===== src/sv/fse_pkg.sv =====
// Shared types, widths and codes for the fitness selection engine.
`default_nettype none

package fse_pkg;

	// Fixed field widths of the request and result words.
	localparam int FIT_BITS      = 16;
	localparam int RAND_BITS     = 16;
	localparam int IDX_BITS      = 6;
	localparam int REQ_BITS      = 2;
	localparam int PSIZE_BITS    = 7;
	localparam int TSIZE_BITS    = 5;
	localparam int CFG_IDX_BITS  = 2;
	localparam int CFG_DATA_BITS = 7;

	// Default table depth.
	localparam int POP_DEPTH_DEF = 64;

	// Request type codes.
	localparam logic [REQ_BITS-1:0] REQ_LOAD     = 2'd0;
	localparam logic [REQ_BITS-1:0] REQ_ROULETTE = 2'd1;
	localparam logic [REQ_BITS-1:0] REQ_TOUR     = 2'd2;

	// Configuration register indexes.
	localparam logic [CFG_IDX_BITS-1:0] CFG_POP_SIZE  = 2'd0;
	localparam logic [CFG_IDX_BITS-1:0] CFG_TOUR_SIZE = 2'd1;

	// Configuration reset values.
	localparam logic [PSIZE_BITS-1:0] POP_SIZE_RST  = 7'd64;
	localparam logic [TSIZE_BITS-1:0] TOUR_SIZE_RST = 5'd2;

	typedef struct packed {
		logic [REQ_BITS-1:0]  req_type;
		logic [IDX_BITS-1:0]  entry_index;
		logic [FIT_BITS-1:0]  fitness_value;
		logic [RAND_BITS-1:0] random_fraction;
	} req_word_t;

	typedef struct packed {
		logic [IDX_BITS-1:0] selected_index;
		logic [FIT_BITS-1:0] selected_fitness;
	} res_word_t;

	// A finished result handed from the sequencer to the output register.
	typedef struct packed {
		logic      valid;
		res_word_t word;
	} emit_t;

	typedef enum logic [2:0] {
		ST_CLEAR,
		ST_IDLE,
		ST_LOAD,
		ST_MUL,
		ST_WALK,
		ST_TOUR,
		ST_EMIT
	} state_t;

endpackage

`default_nettype wire


===== src/sv/fse_ram.sv =====
// Generic single-write, single-read RAM with a registered read port.
`default_nettype none

module fse_ram #(
	parameter int WIDTH = 16,
	parameter int DEPTH = 64
) (
	input  wire logic                     clk,
	input  wire logic                     we,
	input  wire logic [$clog2(DEPTH)-1:0] waddr,
	input  wire logic [WIDTH-1:0]         wdata,
	input  wire logic [$clog2(DEPTH)-1:0] raddr,
	output logic      [WIDTH-1:0]         rdata
);

	logic [WIDTH-1:0] mem_q [DEPTH];
	logic [WIDTH-1:0] rdata_q;

	// Write port and registered read port.
	always_ff @(posedge clk) begin
		if (we) begin
			mem_q[waddr] <= wdata;
		end
		rdata_q <= mem_q[raddr];
	end

	assign rdata = rdata_q;

endmodule

`default_nettype wire


===== src/sv/fse_ctrl.sv =====
// Sequencer and datapath: clearing pass, loads, roulette walk and tournaments.
`default_nettype none

module fse_ctrl
	import fse_pkg::*;
#(
	parameter int POP_DEPTH = POP_DEPTH_DEF
) (
	input  wire logic                         clk,
	input  wire logic                         arst_n,
	input  wire logic                         req_valid,
	output logic                              req_stall,
	input  wire req_word_t                    req_word,
	input  wire logic [PSIZE_BITS-1:0]        pop_size,
	input  wire logic [TSIZE_BITS-1:0]        tour_size,
	output logic                              mem_we,
	output logic      [$clog2(POP_DEPTH)-1:0] mem_waddr,
	output logic      [FIT_BITS-1:0]          mem_wdata,
	output logic      [$clog2(POP_DEPTH)-1:0] mem_raddr,
	input  wire logic [FIT_BITS-1:0]          mem_rdata,
	output emit_t                             emit,
	input  wire logic                         out_busy
);

	localparam int AW = $clog2(POP_DEPTH);
	localparam int TW = FIT_BITS + AW;
	localparam int PW = TW + RAND_BITS;
	localparam int XW = (AW > IDX_BITS) ? AW : IDX_BITS;
	localparam int CW = (AW + 1 > PSIZE_BITS) ? AW + 1 : PSIZE_BITS;
	localparam logic [AW-1:0] LAST = AW'(POP_DEPTH - 1);

	state_t                state_q, state_d;
	logic [AW-1:0]         clr_q;
	req_word_t             req_q;
	logic                  inrange_q;
	logic [TW-1:0]         total_q;
	logic [TW-1:0]         thr_q;
	logic [TW-1:0]         acc_q;
	logic [AW-1:0]         walk_q;
	logic [AW-1:0]         nm1_q;
	logic [IDX_BITS-1:0]   best_idx_q;
	logic [FIT_BITS-1:0]   best_fit_q;
	logic [TSIZE_BITS-1:0] tcnt_q;
	logic [IDX_BITS-1:0]   emit_idx_q;
	logic [FIT_BITS-1:0]   emit_fit_q;

	logic                  accept;
	logic [XW-1:0]         in_idx_x;
	logic                  in_range;
	logic [XW-1:0]         cap_idx_x;
	logic [CW-1:0]         ps_x;
	logic [CW-1:0]         nm1_x;
	logic [AW-1:0]         nm1_c;
	logic [PW-1:0]         prod;
	logic [TW-1:0]         walk_sum;
	logic                  walk_hit;
	logic [XW-1:0]         walk_x;
	logic [FIT_BITS-1:0]   tour_fit;
	logic                  tour_take;
	logic [IDX_BITS-1:0]   best_idx_n;
	logic [FIT_BITS-1:0]   best_fit_n;
	logic [TSIZE_BITS-1:0] tcnt_n;
	logic [TSIZE_BITS-1:0] tsize;
	logic                  tour_done;

	// One word at a time: new words are taken only in the idle state.
	assign req_stall = (state_q != ST_IDLE);
	assign accept    = req_valid & ~req_stall;

	// Entry index widened to the table address and range-checked.
	assign in_idx_x  = XW'(req_word.entry_index);
	assign in_range  = ({1'b0, in_idx_x} < (XW + 1)'(POP_DEPTH));
	assign cap_idx_x = XW'(req_q.entry_index);

	// Last entry of the walk, with the population size clamped to the table.
	always_comb begin
		ps_x = CW'(pop_size);
		if (ps_x == '0) begin
			nm1_x = '0;
		end else if (ps_x > CW'(POP_DEPTH)) begin
			nm1_x = CW'(POP_DEPTH - 1);
		end else begin
			nm1_x = ps_x - CW'(1);
		end
		nm1_c = nm1_x[AW-1:0];
	end

	// Threshold product, registered before the walk starts.
	assign prod = PW'(total_q) * PW'(req_q.random_fraction);

	// One walk step: add the entry just read and compare with the threshold.
	assign walk_sum = acc_q + TW'(mem_rdata);
	assign walk_hit = (walk_sum >= thr_q);
	assign walk_x   = XW'(walk_q);

	// Tournament step: the best fitness wins, ties keep the earlier contestant.
	always_comb begin
		tour_fit   = inrange_q ? mem_rdata : '0;
		tour_take  = (tcnt_q == '0) || (tour_fit > best_fit_q);
		best_idx_n = tour_take ? req_q.entry_index : best_idx_q;
		best_fit_n = tour_take ? tour_fit : best_fit_q;
		tcnt_n     = tcnt_q + TSIZE_BITS'(1);
		tsize      = (tour_size == '0) ? TSIZE_BITS'(1) : tour_size;
		tour_done  = (tcnt_n >= tsize);
	end

	// Next state.
	always_comb begin
		state_d = state_q;
		case (state_q)
			ST_CLEAR: begin
				if (clr_q == LAST) begin
					state_d = ST_IDLE;
				end
			end
			ST_IDLE: begin
				if (accept) begin
					case (req_word.req_type)
						REQ_LOAD:     state_d = ST_LOAD;
						REQ_ROULETTE: state_d = ST_MUL;
						REQ_TOUR:     state_d = ST_TOUR;
						default:      state_d = ST_IDLE;
					endcase
				end
			end
			ST_LOAD: state_d = ST_IDLE;
			ST_MUL:  state_d = ST_WALK;
			ST_WALK: begin
				if (walk_hit || (walk_q == nm1_q)) begin
					state_d = ST_EMIT;
				end
			end
			ST_TOUR: state_d = tour_done ? ST_EMIT : ST_IDLE;
			ST_EMIT: begin
				if (!out_busy) begin
					state_d = ST_IDLE;
				end
			end
			default: state_d = ST_IDLE;
		endcase
	end

	// Memory port and result outputs.
	always_comb begin
		mem_we     = 1'b0;
		mem_waddr  = cap_idx_x[AW-1:0];
		mem_wdata  = req_q.fitness_value;
		mem_raddr  = cap_idx_x[AW-1:0];
		emit.valid = 1'b0;
		emit.word.selected_index   = emit_idx_q;
		emit.word.selected_fitness = emit_fit_q;
		case (state_q)
			ST_CLEAR: begin
				mem_we    = 1'b1;
				mem_waddr = clr_q;
				mem_wdata = '0;
			end
			ST_IDLE: mem_raddr = in_idx_x[AW-1:0];
			ST_LOAD: mem_we    = inrange_q;
			ST_MUL:  mem_raddr = '0;
			ST_WALK: mem_raddr = walk_q + AW'(1);
			ST_EMIT: emit.valid = 1'b1;
			default: ;
		endcase
	end

	// Control state, table total and tournament state.
	always_ff @(posedge clk or negedge arst_n) begin
		if (!arst_n) begin
			state_q    <= ST_CLEAR;
			clr_q      <= '0;
			total_q    <= '0;
			best_idx_q <= '0;
			best_fit_q <= '0;
			tcnt_q     <= '0;
		end else begin
			state_q <= state_d;
			if (state_q == ST_CLEAR) begin
				clr_q <= clr_q + AW'(1);
			end
			if (state_q == ST_LOAD && inrange_q) begin
				total_q <= total_q - TW'(mem_rdata) + TW'(req_q.fitness_value);
			end
			if (state_q == ST_TOUR) begin
				best_idx_q <= best_idx_n;
				best_fit_q <= best_fit_n;
				tcnt_q     <= tour_done ? '0 : tcnt_n;
			end
		end
	end

	// Captured word, walk registers and the pending result.
	always_ff @(posedge clk) begin
		if (accept) begin
			req_q     <= req_word;
			inrange_q <= in_range;
		end
		case (state_q)
			ST_MUL: begin
				thr_q  <= prod[PW-1:RAND_BITS];
				acc_q  <= '0;
				walk_q <= '0;
				nm1_q  <= nm1_c;
			end
			ST_WALK: begin
				acc_q      <= walk_sum;
				walk_q     <= walk_q + AW'(1);
				emit_idx_q <= walk_x[IDX_BITS-1:0];
				emit_fit_q <= mem_rdata;
			end
			ST_TOUR: begin
				emit_idx_q <= best_idx_n;
				emit_fit_q <= best_fit_n;
			end
			default: ;
		endcase
	end

	// The walk never runs past the last entry in use.
	assert property (@(posedge clk) disable iff (!arst_n)
		(state_q == ST_WALK) |-> (walk_q <= nm1_q))
		else $error("roulette walk passed the last entry in use");

	// A walk that neither hits nor ends keeps going with the grown sum.
	assert property (@(posedge clk) disable iff (!arst_n)
		(state_q == ST_WALK && !walk_hit && walk_q != nm1_q)
		|=> (state_q == ST_WALK) && (acc_q == $past(walk_sum)))
		else $error("roulette walk stopped early or lost its sum");

	// Each contestant advances the count by one or closes the tournament.
	assert property (@(posedge clk) disable iff (!arst_n)
		(state_q == ST_TOUR)
		|=> (tcnt_q == '0) || (tcnt_q == $past(tcnt_q) + TSIZE_BITS'(1)))
		else $error("tournament count stepped wrongly");

endmodule

`default_nettype wire


===== src/sv/fse_out.sv =====
// Output register that holds one result word until the consumer takes it.
`default_nettype none

module fse_out
	import fse_pkg::*;
(
	input  wire logic      clk,
	input  wire logic      arst_n,
	input  wire emit_t     emit,
	output logic           out_busy,
	output logic           res_valid,
	input  wire logic      res_stall,
	output res_word_t      res_word
);

	logic      valid_q;
	res_word_t word_q;
	logic      load;

	// The register is busy only while a word waits and the consumer stalls.
	assign out_busy = valid_q & res_stall;
	assign load     = emit.valid & ~out_busy;

	// Valid flag.
	always_ff @(posedge clk or negedge arst_n) begin
		if (!arst_n) begin
			valid_q <= 1'b0;
		end else if (load) begin
			valid_q <= 1'b1;
		end else if (!res_stall) begin
			valid_q <= 1'b0;
		end
	end

	// Result word.
	always_ff @(posedge clk) begin
		if (load) begin
			word_q <= emit.word;
		end
	end

	assign res_valid = valid_q;
	assign res_word  = word_q;

	// A new result never replaces one that is still stalled.
	assert property (@(posedge clk) disable iff (!arst_n)
		load |-> (!valid_q || !res_stall))
		else $error("result word overwritten while stalled");

endmodule

`default_nettype wire


===== src/sv/fitness_selection_engine.sv =====
// Top level of the fitness selection engine: configuration, table RAM and sequencer.
//
//  Channel | Direction | Handshake            | Word
//  --------+-----------+----------------------+-------------------------------
//  req     | in        | req_valid/req_stall  | req_word (load, roulette, tour)
//  res     | out       | res_valid/res_stall  | res_word (index, fitness)
//  cfg     | in        | cfg_valid/cfg_ready  | cfg_index, cfg_data
//
// A load passes through ST_LOAD, a tournament contestant through ST_TOUR (and
// ST_EMIT when it closes the tournament), and a roulette query through ST_MUL, a
// walk over k entries (1 up to the population size in use) and ST_EMIT: the single
// table read port delivers one entry per cycle. After reset a clearing pass writes
// zero to all POP_DEPTH table entries with req_stall high; cfg_ready is always high.
// A stalled result sits in the output register and the block goes on taking loads
// and contestants; the next result waits until that register is free.
`default_nettype none

module fitness_selection_engine
	import fse_pkg::*;
#(
	parameter int POP_DEPTH = POP_DEPTH_DEF
) (
	input  wire logic                     clk,
	input  wire logic                     arst_n,
	input  wire logic                     req_valid,
	output logic                          req_stall,
	input  wire req_word_t                req_word,
	output logic                          res_valid,
	input  wire logic                     res_stall,
	output res_word_t                     res_word,
	input  wire logic                     cfg_valid,
	output logic                          cfg_ready,
	input  wire logic [CFG_IDX_BITS-1:0]  cfg_index,
	input  wire logic [CFG_DATA_BITS-1:0] cfg_data
);

	localparam int AW = $clog2(POP_DEPTH);

	logic [PSIZE_BITS-1:0] pop_size_q;
	logic [TSIZE_BITS-1:0] tour_size_q;
	logic                  mem_we;
	logic [AW-1:0]         mem_waddr;
	logic [FIT_BITS-1:0]   mem_wdata;
	logic [AW-1:0]         mem_raddr;
	logic [FIT_BITS-1:0]   mem_rdata;
	emit_t                 emit;
	logic                  out_busy;

	// Configuration registers; writes are always taken.
	assign cfg_ready = 1'b1;

	always_ff @(posedge clk or negedge arst_n) begin
		if (!arst_n) begin
			pop_size_q  <= POP_SIZE_RST;
			tour_size_q <= TOUR_SIZE_RST;
		end else if (cfg_valid && cfg_ready) begin
			case (cfg_index)
				CFG_POP_SIZE:  pop_size_q  <= cfg_data[PSIZE_BITS-1:0];
				CFG_TOUR_SIZE: tour_size_q <= cfg_data[TSIZE_BITS-1:0];
				default: ;
			endcase
		end
	end

	// Fitness table.
	fse_ram #(
		.WIDTH (FIT_BITS),
		.DEPTH (POP_DEPTH)
	) u_ram (
		.clk   (clk),
		.we    (mem_we),
		.waddr (mem_waddr),
		.wdata (mem_wdata),
		.raddr (mem_raddr),
		.rdata (mem_rdata)
	);

	// Sequencer and datapath.
	fse_ctrl #(
		.POP_DEPTH (POP_DEPTH)
	) u_ctrl (
		.clk       (clk),
		.arst_n    (arst_n),
		.req_valid (req_valid),
		.req_stall (req_stall),
		.req_word  (req_word),
		.pop_size  (pop_size_q),
		.tour_size (tour_size_q),
		.mem_we    (mem_we),
		.mem_waddr (mem_waddr),
		.mem_wdata (mem_wdata),
		.mem_raddr (mem_raddr),
		.mem_rdata (mem_rdata),
		.emit      (emit),
		.out_busy  (out_busy)
	);

	// Output register.
	fse_out u_out (
		.clk       (clk),
		.arst_n    (arst_n),
		.emit      (emit),
		.out_busy  (out_busy),
		.res_valid (res_valid),
		.res_stall (res_stall),
		.res_word  (res_word)
	);

endmodule

`default_nettype wire


===== config.mk =====
export PLATFORM = sky130hd
export DESIGN_NAME = fitness_selection_engine
export DESIGN_NICKNAME = d
export VERILOG_FILES = /design/src/sv/fse_pkg.sv /design/src/sv/fse_ram.sv /design/src/sv/fse_ctrl.sv /design/src/sv/fse_out.sv /design/src/sv/fitness_selection_engine.sv
export SDC_FILE = /design/constraint.sdc
export NUM_CORES = 2
export LEC_CHECK = 0
export BUFFER_PORTS_ARGS = -buffer_cell sky130_fd_sc_hd__clkbuf_2
export CAP_MARGIN = 20
export CORE_UTILIZATION = 45
export CTS_CLUSTER_SIZE = 24
export DETAILED_ROUTE_END_ITERATION = 16
export MAX_ROUTING_LAYER = met4
export SLEW_MARGIN = 10
export SYNTH_ARGS = -nofsm -noshare
export SYNTH_HDL_FRONTEND = slang
export SYNTH_HIERARCHICAL = 1
export SYNTH_SLANG_ARGS = --single-unit

===== constraint.sdc =====
create_clock -name clk -period 6.3 [get_ports clk]
set_input_delay 0.945 -clock clk [delete_from_list [all_inputs] [get_ports clk]]
set_output_delay 0.945 -clock clk [all_outputs]
set_load 0.02 [all_outputs]

==> impl_metrics.env <==
export IMPL_final_cells=6188
export IMPL_clockRootBuffer="clkbuf_16"
export IMPL_crit_buf_inv=6
export IMPL_cp_start_kind="register"
export IMPL_grtUsageTotal=0.224
export IMPL_final_hold_viol_count=0
export IMPL_clk_latency_ps=760
export IMPL_area_growth_pct=13.2
export IMPL_drcViolationCount=0
export IMPL_slew_headroom=0.288
export IMPL_clock_path_buffers=3
export IMPL_crit_fanout=7
export IMPL_portBuffers=77
export IMPL_cp_required_ps=6790
export IMPL_chipWidth_um=373
export IMPL_ys_seq_elements=1249
export IMPL_synthArstFlopShare=0.0568
export IMPL_cts_sinks=1249
export IMPL_place_congestion=0.892
export IMPL_crit_chain="buf_6, buf_4, and2_1, fa_1, fa_1, inv_1, fa_1, inv_1, fa_1, fa_1, inv_1, fa_1, inv_1, ha_1, a21oi_1, o21bai_1, a21oi_2, nor2_1, a21oi_2, nand3_2, a31o_4, a21o_1, a21oi_2, xnor2_1"
export IMPL_num_io_pins=79
export IMPL_wirelength_um=149000
export IMPL_multi_input_area_um2=22700
export IMPL_wl_met3_um=7250
export IMPL_period_share=0.979
export IMPL_end_kind="register"
export IMPL_holdCritPathClass="input pin to register"
export IMPL_cp_arrival_ps=6660
export IMPL_synth_area_top_cells="edfxtp_1, fa_1, mux4_2, ha_1, dfrtp_1"
export IMPL_route_met2_wl_um=74800
export IMPL_ys_warn_count=6
export IMPL_cts_tree="done"
export IMPL_dp_hpwl_um=100000
export IMPL_dp_cells=5913
export IMPL_final_setup_viol_count=0
export IMPL_drtIter0Drc=2712
export IMPL_drive_above_1_share=0.195
export IMPL_antenna_left=0
export IMPL_design_die_area_um2=139000
export IMPL_synth_most_common_cell="edfxtp_1"
export IMPL_first_pass_iters=5
export IMPL_finalSetupTns_ps=0
export IMPL_num_vias=33900
export IMPL_slowest_stage="fa_1"
export IMPL_grt_max_degree=68
export IMPL_synth_main_ff_cell="edfxtp_1"
export IMPL_register_area_um2=37000
export IMPL_path_clk_slew_ps=70
export IMPL_grt_first_pass_wirelength_um=225000
export IMPL_cts_max_level=4
export IMPL_row_count=135
export IMPL_via_per_inst=5.48
export IMPL_ys_seq_area_frac=0.596
export IMPL_maxUsedRoutingLayer="met4"
export IMPL_worst_slack_ps=132
export IMPL_cts_made_buffers=135
export IMPL_grt_overflow_total=0
export IMPL_critical_path_most_common_cell="fa_1"
export IMPL_initial_core_util=0.456
export IMPL_critPathTopFamily="adder cells"
export IMPL_placed_area_um2=65400
export IMPL_cpPeakStageDelay_ps=550
export IMPL_synth_avg_cell_area_um2=15.4
export IMPL_synth_area_leader_cell="edfxtp_1"
export IMPL_die_height_um=373
export IMPL_rsz0062_at_grt="true"
export IMPL_synth_common_cells="edfxtp_1, inv_1, nand2_1, fa_1, mux4_2"
export IMPL_fill_cells=11300
export IMPL_worstSetupPathType="register to register"
export IMPL_synthCells=4041
export IMPL_fin_area_um2=70200
export IMPL_wirelength_met1_um=64100
export IMPL_clock_fmax_mhz=162
export IMPL_antenna_found_initial=5
export IMPL_max_cap_violations=0
export IMPL_fin_skew_ps=29.6
export IMPL_final_nets=4839
export IMPL_place_ws_ps=-343
export IMPL_coreArea_um2=136000
export IMPL_tightestPinTransition_ps=1070
export IMPL_fin_crit_ps=6170
export IMPL_yosysTopAreaCellShare=0.562
export IMPL_yosysUniqueCellTypes=86
export IMPL_grt_pass1_vias=34900
export IMPL_netlist_area_um2=62000
export IMPL_slew_violations=0
export IMPL_wl_per_cell_um=24.2
export IMPL_synth_nets=4583
export IMPL_outcome="complete, no violations"
export IMPL_synth_edf_count=1162
-- cells by family after synthesis --
group / count (synthesis) / share of synthesized area
AND/OR/NAND/NOR: 837 / 0.0660
XOR/XNOR: 82 / 0.0116
adder cells (fa/ha/maj): 488 / 0.134
buffers and inverters: 641 / 0.0444
other: 1 / 0.0000604
flip-flops: 1249 / 0.596
AO/OA/AOI/OAI: 357 / 0.0386
multiplexers: 386 / 0.109
-- timing repair --
action | in CTS | in global routing
hold buffers | 1 | 0
setup endpoints to repair | 10 | 13
gates resized for setup | 26 | 37
hold endpoints to repair | 6 | 0
gates cloned | 0 | 0
setup buffers | 7 | 21
pin swaps | 16 | 26
-- layer usage --
| layer | vias up | GRT usage |
|---|---|---|
| met3 | 188 | 0.0288 |
| met1 | 17700 | 0.295 |
| met5 | - | - |
| met2 | 861 | 0.369 |
| met4 | 0 | 0.0621 |
| li1 | 15100 | - |
-- sequential cells by signal (all words and copies together), names as in the netlist --
signal and cells:
u_ctrl/emit_fit_q 16, u_ctrl/total_q 22, u_out/res_word 22, u_ctrl/state_q 3
tour_size_q 5, u_ctrl/thr_q 22, u_ctrl/clr_q 6, u_ram/rdata 16
u_ctrl/cap_idx_x 6, u_ctrl/acc_q 22, u_ctrl/nm1_q 6, u_ctrl/emit_idx_q 6
u_ram/mem_q 1024, u_out/res_valid 1, u_ctrl/best_idx_q 6, u_ctrl/best_fit_q 16
u_ctrl/walk_q 6, u_ctrl/req_q 32, u_ctrl/tcnt_q 5, pop_size_q 7
-- stage by stage --
step,util,hold WS [ps]
5_1_grt,0.516,349
4_1_cts,0.514,314
3_5_place_dp,0.481,405
6_report,0.516,367
3_3_place_gp,0.481,404
2_1_floorplan,-,400
-- worst register-to-register path: cells and delay by family (launching register included) --
kind            cells  cell delay (ps)
compound gates      7             1130
fa+ha+maj           7             3270
simple gates        3              360
flops               1              510
buf+inv             6              550
xor+xnor            1               80
-- cells in the final DEF, fill, tap and decap left out, drive strengths merged, types with 18 or more instances in the layout --
cell type  instances
mux2i             91
nor2             145
mux4             224
nor3              20
xnor2             48
nand2            329
a21o              31
nand2b            18
nor2b             41
nand4             30
dfrtp             69
fa               294
and2             180
a21oi             75
clkinv            53
nand3             40
edfxtp          1162
inv              462
xor2              34
buf              229
o21ai             84
mux2              71
a22oi             39
ha               194
clkbuf           250
-- final timing paths --
path                                           end                   from  slack (ps)  cells past startpoint
worst min register to register  u_out/res_word[14]  u_ctrl/emit_fit_q[14]         420                      0
worst max register to register    u_ctrl/thr_q[15]        u_ctrl/req_q[5]         130                     24
max in group asynchronous           tour_size_q[2]                 arst_n        4590                      3
worst max-delay path              u_ctrl/thr_q[15]        u_ctrl/req_q[5]         130                     24
min in group asynchronous        u_ctrl/total_q[7]                 arst_n         610                      2
worst min-delay path              u_ctrl/req_q[14]           req_word[14]         370                      1
-- layout make-up --
type                    count  area share
flip-flops and latches   1249       0.527
multi-input cells        2151       0.323
clock buffers             174      0.0519
repair buffers            306      0.0329
well taps                1781      0.0317
inverters                 454      0.0243
clock inverters            71     0.00926
diodes                      2   0.0000713
Power is not shown: default switching activity piles up to over one toggle a cycle in this logic, so the estimate is an artifact.
